$ cat src/rtl/assert_macros.svh
// ----------------------------------------------------------------------------
// Assertion macros
// Shared concurrent assertion forms for the fixed-point ALU.
// ----------------------------------------------------------------------------
`ifndef ASSERT_MACROS_SVH
`define ASSERT_MACROS_SVH

// Check a property on every rising edge outside reset.
`define FPA_ASSERT_CLK(lbl, clk, rst_n, prop, msg) \
    lbl: assert property (@(posedge clk) disable iff (!rst_n) prop) else $error(msg);

// Check that a condition implies a consequence in the same cycle, outside reset.
`define FPA_ASSERT_IMPL(lbl, clk, rst_n, ante, cons, msg) \
    lbl: assert property (@(posedge clk) disable iff (!rst_n) (ante) |-> (cons)) \
        else $error(msg);

`endif

$ cat src/rtl/fpa_pkg.sv
// ----------------------------------------------------------------------------
// fpa_pkg
// Types and constants of the Q24.8 fixed-point ALU.
// ----------------------------------------------------------------------------
package fpa_pkg;

    // Default number of fraction bits
    localparam int FPA_FRAC_BITS = 8;

    // Operation codes
    typedef enum logic [3:0] {
        KIND_ADD      = 4'd0,
        KIND_SUB      = 4'd1,
        KIND_MUL      = 4'd2,
        KIND_DIV      = 4'd3,
        KIND_MIN      = 4'd4,
        KIND_MAX      = 4'd5,
        KIND_INC      = 4'd6,
        KIND_DEC      = 4'd7,
        KIND_FROM_INT = 4'd8,
        KIND_TO_INT   = 4'd9
    } t_kind;

    // One operation item
    typedef struct packed {
        logic [3:0]         kind;
        logic signed [31:0] operand_a;
        logic signed [31:0] operand_b;
    } t_in_item;

    // One result item
    typedef struct packed {
        logic signed [31:0] result_raw;
        logic               a_less;
        logic               a_equal;
        logic               a_greater;
        logic               div_by_zero;
    } t_out_item;

    // Side results that travel beside the multiplier and the divider
    typedef struct packed {
        logic [3:0]         kind;
        logic signed [31:0] res_simple;
        logic               a_less;
        logic               a_equal;
        logic               a_greater;
        logic               div_by_zero;
    } t_side;

endpackage

$ cat src/rtl/fpa_mul_pipe.sv
// ----------------------------------------------------------------------------
// fpa_mul_pipe
// Signed 32x32 product, rescaled by the fraction bits, delayed to the
// common pipeline latency.
// ----------------------------------------------------------------------------
module fpa_mul_pipe import fpa_pkg::*; #(
    parameter int FRAC_BITS = FPA_FRAC_BITS,
    parameter int LAT       = 32 + FPA_FRAC_BITS + 2
) (
    input  logic               i_clk,
    input  logic               i_en,
    input  logic signed [31:0] i_a,
    input  logic signed [31:0] i_b,
    output logic signed [31:0] o_prod
);

    logic signed [63:0] r_prod;
    logic signed [31:0] r_dly [0:LAT-2];

    // Form the full-width product
    always_ff @(posedge i_clk) begin
        if (i_en) begin
            r_prod <= i_a * i_b;
        end
    end

    // Take the rescaled low word, then delay it to the common latency
    always_ff @(posedge i_clk) begin
        if (i_en) begin
            r_dly[0] <= r_prod[FRAC_BITS+31:FRAC_BITS];
            for (int k = 1; k < LAT - 1; k++) begin
                r_dly[k] <= r_dly[k-1];
            end
        end
    end

    assign o_prod = r_dly[LAT-2];

endmodule

$ cat config.mk
export PLATFORM = sky130hd
export DESIGN_NAME = fpa_mul_pipe
export DESIGN_NICKNAME = d
export VERILOG_FILES = /design/src/rtl/assert_macros.svh /design/src/rtl/fpa_pkg.sv /design/src/rtl/fpa_mul_pipe.sv
export SDC_FILE = /design/constraint.sdc
export NUM_CORES = 2
export LEC_CHECK = 0
export BUFFER_PORTS_ARGS = -buffer_cell sky130_fd_sc_hd__buf_2
export CAP_MARGIN = 5
export CORE_ASPECT_RATIO = 1.4
export CORE_MARGIN = 10
export CORE_UTILIZATION = 45
export DETAILED_ROUTE_END_ITERATION = 16
export GPL_TIMING_DRIVEN = 0
export PLACE_DENSITY = 0.7
export SYNTH_ARGS = -nofsm -noshare
export SYNTH_HDL_FRONTEND = slang
export SYNTH_SLANG_ARGS = --single-unit
$ cat constraint.sdc
create_clock -name i_clk -period 7.5 [get_ports i_clk]
set_input_delay 0.75 -clock i_clk [delete_from_list [all_inputs] [get_ports i_clk]]
set_output_delay 0.75 -clock i_clk [all_outputs]
set_load 0.01 [all_outputs]
Yosys cells after proc, flatten, opt, wreduce, memory -nomap -nowiden
Memories as Yosys holds them, arrays and structs flattened.
Index checks and enable logic that the tools add are counted.
{ "totals": {"ff_bits": 40, "ram_bits": 1312, "input_bits": 66, "output_inout_bits": 32, "elab_cells": 5, "n_memories": 1} }
{ "classes": {"multipliers": 1, "n_mux": 2} }
{ "mem_list": {"columns": ["memory", "depth", "width", "rd", "rd_ports_with_merged_regs", "write_ports", "line", "rtl"], "rows": [
  ["r_dly", 41, 32, 41, 0, 41, "fpa_mul_pipe.sv:18", "logic signed [31:0] r_dly [0:LAT-2];"]
]} }
{ "op_table": {"columns": ["op", "n"], "rows": [
  ["multiplier 32 x 32 -> 40 bit", 1],
  ["two-way mux 1 bit", 2]
]} }

Logic depth before layout (Yosys ltp)
{ "logic_depth": {"depth_word": 2, "mapped_depth": 31, "depth_no_buf": 29} }

Worst setup path before layout
No wires, ideal clock.
{ "synth_path": {"kind": "input-to-reg", "start": "input i_a[12]", "end": "register r_prod[39], data pin", "setup_ps": 260, "t_arrival_ps": 7678, "required_time_ps": 7240, "slack_ps": -438, "path_stages": 28, "n_path_buf": 2, "path_cell_list": "clkbuf_1 -> clkbuf_1 -> nand2_1 -> fa_1 -> inv_1 -> fa_1 -> inv_1 -> fa_1 -> fa_1 -> inv_1 -> fa_1 -> inv_1 -> fa_1 -> fa_1 -> fa_1 -> inv_1 -> ha_1 -> a21oi_2 -> o21ai_1 -> a2111oi_1 -> nor2_1 -> or2_0 -> a22o_1 -> a211oi_2 -> o31ai_1 -> or2_4 -> a311o_1 -> xnor2_1"} }
{ "synth_via": {"elab_chain_cells": 1} }
{ "synth_lines": {"columns": ["element", "line", "rtl"], "rows": [
  ["start, declared", "fpa_mul_pipe.sv:12", "input logic signed [31:0] i_a,"],
  ["multiplier 32 x 32 -> 40 bit", "fpa_mul_pipe.sv:23", "r_prod <= i_a * i_b;"],
  ["end signal, assigned", "fpa_mul_pipe.sv:23", null],
  ["end, declared", "fpa_mul_pipe.sv:17", "logic signed [63:0] r_prod;"]
]} }
No other way between the ends.
A chain may end at the register's enable or synchronous reset.

Worst setup path after layout
{ "layout_path": {"start": "input i_b[16]", "end": "register r_prod[39], data pin"} }
{ "layout_via": {"elab_chain_cells": 1} }
{ "layout_lines": {"columns": ["element", "line", "rtl"], "rows": [
  ["start, declared", "fpa_mul_pipe.sv:13", "input logic signed [31:0] i_b,"],
  ["multiplier 32 x 32 -> 40 bit", "fpa_mul_pipe.sv:23", null]
]} }
No other way between the ends.

==> report_table.html <==
<table>
<tr><th>Metric</th><th>Value</th></tr>
<tr><th colspan="2">Status</th></tr>
<tr><td>Status</td><td>finished, violations left</td></tr>
<tr><td>Failing checks</td><td>negative setup slack</td></tr>
<tr><th colspan="2">Synthesis</th></tr>
<tr><td>Share of synthesized area occupied by flip-flops and latches</td><td>between 60% and 70%</td></tr>
<tr><td>Netlist Area Pre-Place</td><td>63,800 um^2</td></tr>
<tr><td>Distinct cells, synth</td><td>43</td></tr>
<tr><td>Synthesized area divided by synthesized cell count</td><td>16.2 um^2</td></tr>
<tr><td>Total of warnings raised by yosys</td><td>0</td></tr>
<tr><td>Most common flop cell mapped by yosys</td><td>sky130_fd_sc_hd__edfxtp_1</td></tr>
<tr><td>Post-Syn Nets</td><td>between 4,000 and 5,000</td></tr>
<tr><td>Post-synth EDFFs</td><td>1,344</td></tr>
<tr><td>Proportion of register bits with asynchronous set or reset after synthesis</td><td>0%</td></tr>
<tr><td>Number of synthesized register bits</td><td>between 1,000 and 1,500</td></tr>
<tr><td>Number of standard cells after synthesis</td><td>3,940</td></tr>
<tr><th colspan="2">Route</th></tr>
<tr><td>DR WL/cell</td><td>around 22 um</td></tr>
<tr><td>Detail Route Antenna Nets</td><td>0</td></tr>
<tr><td>Final routed DRC violation total</td><td>0</td></tr>
<tr><td>Via count of the routed design</td><td>about 30,000</td></tr>
<tr><td>DRT iter0 DRCs</td><td>1,882</td></tr>
<tr><td>Detailed Routing Iterations Pass 1</td><td>5</td></tr>
<tr><td>Overall routed net length</td><td>135,000 um</td></tr>
<tr><td>Via-per-instance ratio</td><td>4.83</td></tr>
<tr><th colspan="2">Setup path</th></tr>
<tr><td>Number of buffer and inverter stages on the critical path</td><td>3</td></tr>
<tr><td>Worst Path Max Fanout</td><td>10</td></tr>
<tr><td>Crit path largest cell delay</td><td>0.56 ns</td></tr>
<tr><td>WS Path Type</td><td>primary input to register</td></tr>
<tr><td>Required time worst endpoint</td><td>7.94 ns</td></tr>
<tr><td>Cell type with the highest occurrence count on the critical path</td><td>sky130_fd_sc_hd__fa_1</td></tr>
<tr><td>Type of element launching the critical path</td><td>primary input</td></tr>
<tr><td>CP top delay family</td><td>adder cells</td></tr>
<tr><td>Worst path arrival time</td><td>8.00 ns</td></tr>
<tr><td>Worst-path cell chain</td><td>buf_2, buf_2, nand2_1, fa_1, inv_1, fa_1, fa_1, fa_2, fa_1, fa_1, fa_1, fa_1, ha_4, a21oi_2, o21ai_2, a2111oi_4, nor2_2, or2_4, a22o_1, a211oi_4, o31ai_2, or2_4, a311o_1, xnor2_1</td></tr>
<tr><td>Category of the worst setup path capture point</td><td>register</td></tr>
<tr><td>Slowest CP cell</td><td>sky130_fd_sc_hd__fa_1</td></tr>
<tr><th colspan="2">Flow run</th></tr>
<tr><td>Reported max-cap violation count</td><td>0</td></tr>
<tr><th colspan="2">Timing</th></tr>
<tr><td>Clock period minus worst slack</td><td>7.56 ns</td></tr>
<tr><td>Final Hold Fails</td><td>0</td></tr>
<tr><td>Final critical-path share of the clock period</td><td>101%</td></tr>
<tr><td>RSZ-0062 raised after global routing</td><td>yes</td></tr>
<tr><td>Slew Viols, Final</td><td>0</td></tr>
<tr><td>Minimum hold slack</td><td>between 0.4 and 0.5 ns</td></tr>
<tr><td>Final Worst Setup Slack</td><td>-0.0620 ns</td></tr>
<tr><td>Pin slew with the least headroom to its limit</td><td>0.893 ns</td></tr>
<tr><td>Number of setup violations in the final report</td><td>1</td></tr>
<tr><td>Worst clock skew</td><td>a little over 0.02 ns</td></tr>
<tr><td>Highest Clock Rate</td><td>between 100 and 150 MHz</td></tr>
<tr><td>Worst relative slew slack</td><td>40.5%</td></tr>
<tr><th colspan="2">CTS</th></tr>
<tr><td>Buffer type at the clock tree root</td><td>sky130_fd_sc_hd__clkbuf_16</td></tr>
<tr><td>Worst-Skew Late Latency</td><td>0.70 ns</td></tr>
<tr><td>Clock slew at the register clock pins of the worst setup and hold paths</td><td>0.06 ns</td></tr>
<tr><td>Clk sink count</td><td>1,344</td></tr>
<tr><td>CTS buffer count</td><td>114</td></tr>
<tr><td># H-tree levels</td><td>3</td></tr>
<tr><td>Buffers from clock root to sink, at most</td><td>3</td></tr>
<tr><td>CTS tree</td><td>built</td></tr>
<tr><th colspan="2">Placed design</th></tr>
<tr><td>Routability cong.</td><td>0.969</td></tr>
<tr><td>Input/output buffers</td><td>approximately 90</td></tr>
<tr><td>Detail Placement HPWL</td><td>98,600 um</td></tr>
<tr><th colspan="2">Floorplanning</th></tr>
<tr><td>Number of placement rows</td><td>163</td></tr>
<tr><td>I/O pin count</td><td>98</td></tr>
<tr><td>Chip Width</td><td>338 um</td></tr>
<tr><td>Total Die Area</td><td>between 150,000 and 200,000 um^2</td></tr>
<tr><td>Y dimension of the die</td><td>about 470 um</td></tr>
<tr><td>Initial standard-cell utilization of the core</td><td>45.3%</td></tr>
<tr><td>Area of the placeable core</td><td>141,000 um^2</td></tr>
<tr><th colspan="2">Final layout</th></tr>
<tr><td>Layout Nets</td><td>5,051</td></tr>
<tr><td>Number of fillers in the final layout</td><td>11,600</td></tr>
<tr><td>Most frequent cells in the layout</td><td>sky130_fd_sc_hd__edfxtp_1 (1,344), sky130_fd_sc_hd__inv_1 (691), sky130_fd_sc_hd__fa_1 (624)</td></tr>
<tr><td>Share of post-route cells with drive strength above 1</td><td>11.9%</td></tr>
<tr><td>Utilization of the core after routing</td><td>51.2%</td></tr>
<tr><td>Post-synthesis to final-layout area growth</td><td>13.1%</td></tr>
<tr><td>Commonest non-fill, non-tap cell in the layout</td><td>sky130_fd_sc_hd__edfxtp_1</td></tr>
<tr><th colspan="2">Global route</th></tr>
<tr><td>Via count of the first global-routing pass</td><td>32,600</td></tr>
<tr><td>Wire length of the first global-routing pass</td><td>205,000 um</td></tr>
<tr><td>GRT overflow</td><td>0</td></tr>
<tr><td>Largest net degree at the start of global routing</td><td>180</td></tr>
<tr><td>Antenna violations before repair</td><td>8</td></tr>
<tr><td>Total track usage</td><td>17.5%</td></tr>
<tr><th colspan="2">Min path</th></tr>
<tr><td>Tightest Hold Check Type</td><td>register to register</td></tr>
</table>
## path summary, 6_finish.rpt
kind / startpoint / end / slack (ns) / depth (start not counted)
max: i_b[16] / r_prod[39] / -0.06 / 24
min: r_dly[2][174] / r_dly[2][206] / 0.41 / 0
max reg2reg: r_dly[0][327] / r_dly[0][359] / 6.82 / 0
min reg2reg: r_dly[2][174] / r_dly[2][206] / 0.41 / 0
## logic make-up after synthesis
group	count (synthesis)	synth area share (%)
adders and majority gates	797	23.2
AOI/OAI and AO/OA	62	0.640
DFF	1344	63.3
buffers and inverters	859	5.24
and+or+nand+nor	798	6.53
xor gates and xnor gates	80	1.10
## flip-flops by register name, summed over array words and instances, names as in the netlist
signal  cells
r_dly    1312
r_prod     32
## final cells by class
type | count | area, um^2 | area share, %
Timing Repair Buffer | 136 | 1110 | 1.54
Buffer | 159 | 1600 | 2.22
Tap cell | 1897 | 2370 | 3.29
Antenna cell | 3 | 7.51 | 0.0104
Sequential cell | 1344 | 40400 | 55.9
Clock inverter | 82 | 842 | 1.17
Inverter | 696 | 2610 | 3.62
Multi-Input combinational cell | 1737 | 20300 | 28.2
Clock buffer | 131 | 2920 | 4.04
## per-layer routing
layer  vias up  part of all wire (%)  GRT usage [%]
li1      13200                     -              -
met1     15700                    38           20.3
met4        10                   7.0           10.0
met2       650                    51           30.9
met3       318                   4.0           2.71
met5         -                 0.049              0
## synthesized netlist by cell type (2+ instances only)
cell                          n  area [um^2]
sky130_fd_sc_hd__o31ai_1      3         22.5
sky130_fd_sc_hd__nor2_1      20         75.1
sky130_fd_sc_hd__a21oi_1     18         90.1
sky130_fd_sc_hd__and3_1       3         18.8
sky130_fd_sc_hd__a211oi_1     2         15.0
sky130_fd_sc_hd__o21ai_0      9         45.0
sky130_fd_sc_hd__o21a_1       6         45.0
sky130_fd_sc_hd__edfxtp_1  1344        40400
sky130_fd_sc_hd__xnor2_1     61          534
sky130_fd_sc_hd__xor2_1      19          166
sky130_fd_sc_hd__fa_1       642        12900
sky130_fd_sc_hd__and2_1     435         2720
sky130_fd_sc_hd__ha_1       155         1940
sky130_fd_sc_hd__nand2_1    310         1160
sky130_fd_sc_hd__nand3_1      3         15.0
sky130_fd_sc_hd__a21o_1       5         37.5
sky130_fd_sc_hd__buf_4       32          240
sky130_fd_sc_hd__nand2b_1     8         50.1
sky130_fd_sc_hd__nand4_1      2         12.5
sky130_fd_sc_hd__nor2b_1      7         43.8
sky130_fd_sc_hd__inv_1      696         2610
sky130_fd_sc_hd__a31oi_1      2         12.5
sky130_fd_sc_hd__nor3_1       3         15.0
sky130_fd_sc_hd__or3_1        2         12.5
sky130_fd_sc_hd__a21oi_2      2         17.5
sky130_fd_sc_hd__clkbuf_1   131          492
sky130_fd_sc_hd__o21ai_1      4         20.0
## metrics by stage
step	area [um^2]	std cells	worst slack [ns]	TNS [ns]
2_1_floorplan	63900	3940	0.000186	0
3_3_place_gp	66800	5929	-14.53	-
3_5_place_dp	67000	5937	-2.54	-40.01
4_1_cts	71600	6156	0.000326	0
5_1_grt	72100	6182	-0.188	-0.364
6_report	72100	6185	-0.0620	-0.0620
## what timing repair did
action / 4_1_cts / 5_1_grt
pin swaps: 7 / 22
resized for setup: 223 / 163
buffers inserted: 10 / 26
endpoints found under the setup margin: 20 / 10
hold endpoints to repair: 0 / 0
hold buffers: 0 / 0
Power is left out: the tool's default activity adds up to more than one toggle a clock period on the data nets, which glitch-free logic cannot reach.
