File: config.mk
export PLATFORM = sky130hd
export DESIGN_NAME = fpa_out_buf_flat
export DESIGN_NICKNAME = d
export VERILOG_FILES = /design/src/rtl/fpa_pkg.sv /design/src/rtl/fpa_ifs.sv /design/src/rtl/fpa_out_buf.sv /design/src/flat_wrapper.sv
export VERILOG_INCLUDE_DIRS = /design/src /design/src/rtl
export SDC_FILE = /design/constraint.sdc
export NUM_CORES = 1
export LEC_CHECK = 0
export BUFFER_PORTS_ARGS = -buffer_cell sky130_fd_sc_hd__buf_2
export CAP_MARGIN = 40
export CORE_MARGIN = 8
export CORE_UTILIZATION = 40
export CTS_CLUSTER_DIAMETER = 60
export DETAILED_ROUTE_END_ITERATION = 8
export PLACE_DENSITY = 0.74
export SYNTH_ARGS = -nofsm -noshare
export SYNTH_HDL_FRONTEND = slang
export SYNTH_SLANG_ARGS = --single-unit
File: constraint.sdc
create_clock -name i_clk -period 3.56 [get_ports i_clk]
set_input_delay 0.534 -clock i_clk [delete_from_list [all_inputs] [get_ports i_clk]]
set_output_delay 0.534 -clock i_clk [all_outputs]
set_load 0.005 [all_outputs]
File: src/rtl/assert_macros.svh
// ----------------------------------------------------------------------------
// Assertion macros
// Shared concurrent assertion forms for the fixed-point ALU.
// ----------------------------------------------------------------------------
`ifndef ASSERT_MACROS_SVH
`define ASSERT_MACROS_SVH

// Check a property on every rising edge outside reset.
`define FPA_ASSERT_CLK(lbl, clk, rst_n, prop, msg) \
    lbl: assert property (@(posedge clk) disable iff (!rst_n) prop) else $error(msg);

// Check that a condition implies a consequence in the same cycle, outside reset.
`define FPA_ASSERT_IMPL(lbl, clk, rst_n, ante, cons, msg) \
    lbl: assert property (@(posedge clk) disable iff (!rst_n) (ante) |-> (cons)) \
        else $error(msg);

`endif

File: src/rtl/fpa_pkg.sv
// ----------------------------------------------------------------------------
// fpa_pkg
// Types and constants of the Q24.8 fixed-point ALU.
// ----------------------------------------------------------------------------
package fpa_pkg;

    // Default number of fraction bits
    localparam int FPA_FRAC_BITS = 8;

    // Operation codes
    typedef enum logic [3:0] {
        KIND_ADD      = 4'd0,
        KIND_SUB      = 4'd1,
        KIND_MUL      = 4'd2,
        KIND_DIV      = 4'd3,
        KIND_MIN      = 4'd4,
        KIND_MAX      = 4'd5,
        KIND_INC      = 4'd6,
        KIND_DEC      = 4'd7,
        KIND_FROM_INT = 4'd8,
        KIND_TO_INT   = 4'd9
    } t_kind;

    // One operation item
    typedef struct packed {
        logic [3:0]         kind;
        logic signed [31:0] operand_a;
        logic signed [31:0] operand_b;
    } t_in_item;

    // One result item
    typedef struct packed {
        logic signed [31:0] result_raw;
        logic               a_less;
        logic               a_equal;
        logic               a_greater;
        logic               div_by_zero;
    } t_out_item;

    // Side results that travel beside the multiplier and the divider
    typedef struct packed {
        logic [3:0]         kind;
        logic signed [31:0] res_simple;
        logic               a_less;
        logic               a_equal;
        logic               a_greater;
        logic               div_by_zero;
    } t_side;

endpackage

File: src/rtl/fpa_ifs.sv


interface fpa_out_if import fpa_pkg::*; ();
    logic      valid;
    logic      ready;
    t_out_item data;

    modport source (output valid, output data, input ready);
    modport sink   (input valid, input data, output ready);
endinterface

File: src/rtl/fpa_out_buf.sv
// ----------------------------------------------------------------------------
// fpa_out_buf
// Two-entry output buffer; keeps the pipeline moving while a result waits.
// ----------------------------------------------------------------------------
`include "assert_macros.svh"

module fpa_out_buf import fpa_pkg::*; (
    input  logic             i_clk,
    input  logic             i_rst_n,
    input  logic             i_push,
    input  t_out_item        i_item,
    output logic             o_full,
    fpa_out_if.source        o_res
);

    t_out_item  r_mem [0:1];
    logic       r_wr;
    logic       r_rd;
    logic [1:0] r_cnt;
    logic [1:0] n_cnt;
    logic       pop;

    assign pop    = o_res.valid && o_res.ready;
    assign o_full = (r_cnt == 2'd2);

    // Track the fill level
    always_comb begin
        n_cnt = r_cnt;
        if (i_push && !pop) begin
            n_cnt = r_cnt + 2'd1;
        end else if (pop && !i_push) begin
            n_cnt = r_cnt - 2'd1;
        end
    end

    always_ff @(posedge i_clk) begin
        if (!i_rst_n) begin
            r_cnt <= '0;
            r_wr  <= 1'b0;
            r_rd  <= 1'b0;
        end else begin
            r_cnt <= n_cnt;
            if (i_push) begin
                r_wr <= ~r_wr;
            end
            if (pop) begin
                r_rd <= ~r_rd;
            end
        end
    end

    // Store the incoming item
    always_ff @(posedge i_clk) begin
        if (i_push) begin
            r_mem[r_wr] <= i_item;
        end
    end

    assign o_res.valid = (r_cnt != 2'd0);
    assign o_res.data  = r_mem[r_rd];

    `FPA_ASSERT_IMPL(a_no_push_full, i_clk, i_rst_n, r_cnt == 2'd2, !i_push, "push into full buffer")
    `FPA_ASSERT_CLK(a_pop_count, i_clk, i_rst_n, (pop && !i_push) |=> (r_cnt == $past(r_cnt) - 2'd1), "fill level lost a pop")

endmodule

File: src/flat_wrapper.sv
// flat-port wrapper written by rule: the top's interface ports become plain ports
module fpa_out_buf_flat import fpa_pkg::*;
  (i_clk, i_rst_n, i_push, i_item, o_full, o_res_valid, o_res_data, o_res_ready);
  fpa_out_if o_res_i ();
  input  logic i_clk;
  input  logic i_rst_n;
  input  logic i_push;
  input  t_out_item i_item;
  output logic o_full;
  output wire logic [$bits(o_res_i.valid)-1:0] o_res_valid;
  output wire logic [$bits(o_res_i.data)-1:0] o_res_data;
  input wire logic [$bits(o_res_i.ready)-1:0] o_res_ready;
  assign o_res_valid = o_res_i.valid;
  assign o_res_data = o_res_i.data;
  assign o_res_i.ready = o_res_ready;
  fpa_out_buf u_core (.i_clk(i_clk), .i_rst_n(i_rst_n), .i_push(i_push), .i_item(i_item), .o_full(o_full), .o_res(o_res_i));
endmodule
======== Yosys cells after proc, flatten, opt, wreduce, memory -nomap -nowiden ========
Memories as Yosys holds them, arrays and structs flattened. A register that Yosys moved wholly into a read port is not among the register bits.
Index checks and enable logic that the tools add are counted.
cells by class
  add/subtract/negate cells ............... 2
  equal/unequal tests ..................... 1
  mux-type cells .......................... 6
  bitwise logic cells ..................... 2
  reductions and logical operators ........ 7
operator list
  cell                                                                count
  1-bit two-way mux                                                   4
  2-bit two-way mux                                                   2
  2-bit nonzero test                                                  2
  1-bit logical AND                                                   3
  2-bit by 1-bit adder with 2-bit output, second input constant       1
  2-bit == test, second input constant                                1
  1-bit zero test                                                     2
  1-bit inverter                                                      2
  2-bit by 1-bit subtractor with 2-bit output, second input constant  1
storage, ports and cells
  register bits ........................... 4
  memory bits (writable) .................. 72
  input port bits ......................... 40
  output and inout port bits .............. 38
  word-level logic and storage cells ...... 22
  memories ................................ 1
memory list
  memory        depth  bits a word  rd ports  clocked after memory_dff  wr ports  line               text
  u_core.r_mem  2      36           1         1                         1         fpa_out_buf.sv:16  t_out_item r_mem [0:1];

======== Longest topological paths before layout ========
Gate-level depths: netlist of the first run.
  depth after elaboration ................. 5
  mapped depth ............................ 5

======== Worst setup path after synthesis of the first run ========
OpenSTA, ideal clock, no wires.
  path kind ............................... input port to flip-flop
  start ................................... input i_push
  end ..................................... memory u_core.r_mem[0][0] (netlist bit), enable pin
  setup time .............................. 0.435 ns
  arrival ................................. 2.183 ns
  data required time ...................... 3.125 ns
  setup slack ............................. 0.942 ns
  stages .................................. 1
  cell sequence ........................... nor2b_1
on the way
  cells in the longest elaborated chain, start to end .. 2
ends and longest elaborated chain
  element                                  line               text
  from (decl)                              flat_wrapper.sv:7  input logic i_push;
  1-bit two-way mux                        fpa_out_buf.sv:54  if (i_push) begin
  1-bit two-way mux (not written as such)  fpa_out_buf.sv:55  r_mem[r_wr] <= i_item;
  to (decl)                                fpa_out_buf.sv:16
No other way between the ends.

==> impl_metrics.json, run 1 <==
{
  "max_slew_margin_pct": 74.3,
  "power.leakage_nw": 1.36,
  "yosysSeqAreaShare_pct": 80.4,
  "die_w_um": 99.9,
  "fin_cells": 322,
  "swShare_pct": 22.6,
  "grt_pass1_wl_um": 7700,
  "critPathKind": "reg2out",
  "post_drt_wl_per_cell_um": 15.8,
  "post-route-period-util_pct": 58.5,
  "grt_overflow": 0,
  "synth_cells": 134,
  "start_util_pct": 41.4,
  "drc": 0,
  "seqPwrFrac_pct": 45.3,
  "yosys.area.top_type_share_pct": 76.8,
  "setup_violations": 0,
  "clockRootBuffer": "clkbuf_8",
  "hold_viol": 0,
  "yosys_warnings": 0,
  "path_max_fanout": 29,
  "multi_input_area_um2": 534,
  "track_usage_pct": 10.2,
  "seqCellArea_um2": 2260,
  "grt_max_degree": 30,
  "finalWirelength_um": 5100,
  "drv_slew": 0,
  "yosysTopAreaCell": "edfxtp_1",
  "grt_pass1_vias": 1608,
  "p_per_area_nw_per_um2": 671,
  "ir_worst_vdd_mv": 0.361,
  "ys_types": 16,
  "portBuffers": 77,
  "place.gp.congestion": 0.711,
  "synth-seq-cells": 77,
  "finish.utilization_pct": 53.4,
  "drive_above_1_share_pct": 59.7,
  "path_cells": "buf_12 -> mux2_2 -> buf_2",
  "clock-sinks": 77,
  "crit_family": "flip-flops",
  "antenna_found_initial": 0,
  "ctsHoldBuffers": 0,
  "numCtsBuffers": 9,
  "postRouteAntennaNets": 0,
  "clk-insertion-delay-late_ns": 0.34,
  "p_int_mw": 1.88,
  "status": "completed",
  "row_count": 30,
  "power.net_switching_mw": 0.550,
  "fin_worst_skew_ns": 0.00440,
  "worstMarginPinSlew_ns": 0.385,
  "rr_startpoint": "u_core.r_cnt[0]",
  "post_cts_buffers": 0,
  "nNetsFinal": 262,
  "worst_path_max_delay_cell": "dfxtp_2",
  "critPathMaxStageDelay_ns": 0.47,
  "ios": 78,
  "synth.area.top_cells": "edfxtp_1 (77%), mux2_2 (14%), dfxtp_1 (3.6%), and2_1 (0.89%), buf_4 (0.80%)",
  "min_period_ns": 2.08,
  "timing.fmax_mhz": 480,
  "synth.cell_area_um2": 2820,
  "vias": 1452,
  "critPathCaptureType": "output port",
  "combPwrFrac_pct": 20.2,
  "synth_area_per_cell_um2": 21.0,
  "cap_violations": 0,
  "cp.arrival_ns": 1.55,
  "cts_tree": "built",
  "drt_iter0_drc": 42,
  "fp.dieH_um": 99.9,
  "min_from": "i_item[24]",
  "rsz0062_at_grt": "false",
  "die_area_um2": 9980,
  "cts_resized": 0,
  "timing.setup.tns_ns": 0,
  "clkPwrFrac_pct": 34.5,
  "min_path_type": "in2reg",
  "critPathRequiredTime_ns": 3.03,
  "fillers": 586,
  "cts_buffer_depth": 2,
  "crit_buf_inv": 2,
  "h-tree-depth": 3,
  "dp_hpwl_um": 3570,
  "core_um2": 6790,
  "clkTransAtPathRegs_ns": 0.08,
  "startpoint_type": "flop",
  "diodes": 0,
  "place_inst": 306,
  "syn_nets": 175,
  "vias_per_cell": 4.51,
  "syn_to_final_growth_pct": 28.8,
  "hold-worst-slack_ns": 0.378,
  "first_pass_iters": 4
}
-- metrics by stage --
stage                     power, mW  setup WS [ns]  cell area, um2
after floorplan                1.42          0.942            2820
after global placement         1.60           1.52            3300
after detailed placement       1.63           1.83            3360
after CTS                      2.47           1.45            3630
after global routing           2.54           1.40            3630
final                          2.43           1.48            3630
-- state kept, by name, indices dropped and copies added, names as in the netlist, named ones only --
| name | count |
|---|---|
| u_core.r_mem | 72 |
| u_core.r_cnt | 2 |
| u_core.r_rd | 1 |
| u_core.r_wr | 1 |
-- metal layers --
layer / part of all wire [%] / global-route usage [%] / up-vias
li1: - / - / 692
met3: 7.3 / 4.91 / 12
met2: 52 / 17.3 / 44
met5: 0 / 0 / -
met4: 2.2 / 5.94 / 0
met1: 39 / 10.0 / 704
-- worst paths after layout --
kind / end / slack [ns] / depth (start not counted)
setup / recovery: o_res_data[7] / 1.48 / 3
hold / removal: u_core.r_mem[0][24] / 0.38 / 1
setup reg to reg: u_core.r_cnt[1] / 2.09 / 4
hold reg to reg: u_core.r_cnt[1] / 0.53 / 2
-- area by class of cell --
type | count | share of cell area, %
Timing Repair Buffer | 80 | 12.3
Tap cell | 96 | 3.31
Multi-Input combinational cell | 53 | 14.7
Clock buffer | 10 | 3.52
Sequential cell | 77 | 62.4
Clock inverter | 6 | 3.73
-- cells in the mapped netlist, drive strengths merged --
cell / instances
edfxtp: 72
mux2: 36
dfxtp: 5
and2: 4
buf: 4
nor2b: 3
o21ai: 2
xnor2: 2
a21boi: 1
ha: 1
o21a: 1
or2: 1
or3: 1
xor2: 1
-- cells in the final DEF (no fill, tap or decap) --
cell type | netlist | routed
buf_12 | 0 | 3
clkbuf_8 | 0 | 9
bufinv_16 | 0 | 4
and2_1 | 4 | 3
buf_2 | 1 | 77
or3_1 | 1 | 1
edfxtp_1 | 72 | 72
ha_1 | 1 | 1
dfxtp_2 | 0 | 1
nor2b_4 | 0 | 1
nor2b_1 | 3 | 2
dfxtp_1 | 5 | 4
xnor2_1 | 2 | 2
clkbuf_1 | 0 | 1
mux2_2 | 36 | 36
or2_2 | 1 | 1
clkinvlp_4 | 0 | 2
a21boi_1 | 1 | 1
o21ai_0 | 1 | 1
o21ai_1 | 1 | 1
xor2_1 | 1 | 1
and2_2 | 0 | 1
o21a_1 | 1 | 1
-- cell families (layout without fill, tap and decap cells) --
family | after synthesis | after routing | share of synthesized area (%)
xor gates and xnor gates | 3 | 3 | 0.934
adders and majority gates | 1 | 1 | 0.444
DFF | 77 | 77 | 80.4
AOI/OAI and AO/OA | 4 | 4 | 0.889
buffers and inverters | 4 | 96 | 0.978
muxes | 36 | 36 | 14.4
and+or+nand+nor | 9 | 9 | 2.00
-- power by group through the flow --
| stage | sequential (mW) | combinational, mW | clock (mW) |
|---|---|---|---|
| CTS | 1.10 | 0.509 | 0.862 |
| global placement | 1.18 | 0.421 | 0 |
| floorplan | 1.10 | 0.319 | 0 |
| global route | 1.11 | 0.541 | 0.896 |
| finish | 1.10 | 0.492 | 0.840 |
| detailed placement | 1.12 | 0.506 | 0 |
-- worst register-to-register path: stages (launching register included) --
cell      delay, ns
dfxtp_1        0.36
o21ai_1        0.25
ha_1           0.31
or3_1          0.35
a21boi_1       0.14
No activity file was read; power rests on OpenSTA's default activity.
==> run 2, diff against run 1 <==
PLACE_DENSITY = 0.76   (was 0.74)
clock period = 1.85 ns   (was 3.56 ns; I/O delays follow)
==> run 2 against run 1 <==
Clock-buffer cell count increased by 1; final cell count increased by 0.62%; critical endpoint is now o_res_data[28]; critical path depth unchanged; cell area decreased by 2.2%; critical path type unchanged; via count increased by 1.3%; register-to-register slack got worse by 1.7 ns; power increased by 75%; die area unchanged.
==> impl_metrics.json, run 2 (synthesis gave the netlist of run 1 again) <==
{
  "startpoint_type": "flop",
  "holdPathStages": 1,
  "clock-sinks": 77,
  "wl_met3_um": 398,
  "finalWirelength_um": 5210,
  "layout_common_cells": "buf_2 (77), edfxtp_1 (72), mux2_2 (36)",
  "fin_cells": 324,
  "worstMarginPinSlew_ns": 0.397,
  "wl_met2_um": 2740,
  "grt_pass1_wl_um": 8110,
  "status": "completed",
  "drt_iter0_drc": 80,
  "h-tree-depth": 3,
  "cts_tree": "built",
  "clkPwrFrac_pct": 28.4,
  "min_path_type": "in2reg",
  "critPathRequiredTime_ns": 1.57,
  "top_register": "u_core.r_mem",
  "timing.setup.tns_ns": 0,
  "clkTransAtPathRegs_ns": 0.08,
  "rr_startpoint": "u_core.r_cnt[0]",
  "nNetsFinal": 264,
  "cp.arrival_ns": 1.47,
  "p_int_mw": 3.20,
  "post_cts_buffers": 0,
  "portBuffers": 77,
  "cts_buffer_depth": 2,
  "largest_reg_flops": 72,
  "vias_per_cell": 4.54,
  "path_cells": "buf_4 -> mux2_2 -> buf_2",
  "min_period_ns": 1.75,
  "antenna_found_initial": 0,
  "syn_to_final_growth_pct": 26.0,
  "timing.fmax_mhz": 572,
  "hold_viol": 0,
  "place_inst": 308,
  "fin_worst_skew_ns": 0.00812,
  "critPathCaptureType": "output port",
  "setup_violations": 0,
  "top_layer": "met3",
  "drv_slew": 0,
  "vias": 1471,
  "cts_resized": 0,
  "swShare_pct": 24.9,
  "drc": 0,
  "power.net_switching_mw": 1.06,
  "place.gp.congestion": 0.651,
  "fin_area_um2": 3550,
  "diodes": 0,
  "final_common_cell": "buf_2",
  "worst_path_max_delay_cell": "mux2_2",
  "p_per_area_nw_per_um2": 1200,
  "post-route-period-util_pct": 94.5,
  "clockRootBuffer": "clkbuf_8",
  "start_util_pct": 41.4,
  "first_pass_iters": 4,
  "postRouteAntennaNets": 0,
  "die_w_um": 99.9,
  "die_area_um2": 9980,
  "core_um2": 6790,
  "cap_violations": 0,
  "grt_overflow": 0,
  "post_drt_wl_per_cell_um": 16.1,
  "ctsHoldBuffers": 0,
  "critPathMaxStageDelay_ns": 0.39,
  "numCtsBuffers": 9,
  "clk-insertion-delay-late_ns": 0.33,
  "top_regs": "u_core.r_mem x72, u_core.r_cnt x2",
  "seqPwrFrac_pct": 49.1,
  "wl_met1_um": 2070,
  "drive_above_1_share_pct": 59.6,
  "worstRegToRegCells": 4,
  "row_count": 30,
  "fp.dieH_um": 99.9,
  "rsz0062_at_grt": "false",
  "ios": 78,
  "ir_worst_vdd_mv": 0.667,
  "path_max_fanout": 23,
  "dp_hpwl_um": 3700,
  "critPathKind": "reg2out",
  "track_usage_pct": 10.7,
  "grt_max_degree": 24,
  "combPwrFrac_pct": 22.6,
  "min_from": "i_item[9]",
  "post_dp_cell_area_um2": 3350,
  "max_slew_margin_pct": 73.5,
  "power.leakage_nw": 1.32,
  "grt_pass1_vias": 1646
}
run 2: changes by cell type in the layout (fill, tap and decap cells not counted):
| cell | previous run | this run |
|---|---|---|
| buf_12 | 3 | 1 |
| buf_4 | 0 | 4 |
| bufinv_16 | 4 | 1 |
| clkbuf_1 | 1 | 2 |
| clkinv_4 | 0 | 1 |
| clkinvlp_4 | 2 | 3 |
run 2: final timing paths:
kind / endpoint / slack (ns)
hold / removal: u_core.r_mem[0][9] / 0.13
hold reg to reg: u_core.r_cnt[1] / 0.53
setup reg to reg: u_core.r_cnt[1] / 0.38
setup / recovery: o_res_data[28] / 0.10
run 2: metal layers:
metal,up-vias,global-route usage (%)
met2,46,18.6
li1,701,-
met5,-,0
met4,0,2.44
met3,0,5.40
met1,724,11.1
run 2: power groups by stage:
stage	logic, mW	clock network, mW	registers (mW)
after floorplan	0.614	0	2.11
after global placement	0.971	0	2.13
after detailed placement	0.984	0	2.13
after CTS	0.994	1.25	2.09
after global routing	1.06	1.33	2.11
final	0.963	1.21	2.09
run 2: cell type report:
cell class / count / area (um2)
Clock inverter: 5 / 61.3
Clock buffer: 11 / 131
Multi-Input combinational cell: 53 / 534
Fill cell: 561 / 3250
Tap cell: 96 / 120
Timing Repair Buffer: 82 / 435
Sequential cell: 77 / 2260
run 2: worst max-delay path, delay by kind of cell, from the launching register on:
kind | cells | cell delay, ns
buffers and inverters | 2 | 0.42
DFF | 1 | 0.33
muxes | 1 | 0.39
run 2: through the flow:
step	util [%]	power, mW	hold slack, ns	setup WS, ns
5_1_grt	52.2	4.49	0.0985	0.00874
2_1_floorplan	-	2.73	0.376	0.156
4_1_cts	52.2	4.33	0.108	0.0501
3_3_place_gp	49.4	3.10	0.466	0.434
3_5_place_dp	49.4	3.12	0.469	0.392
6_report	52.2	4.27	0.132	0.101
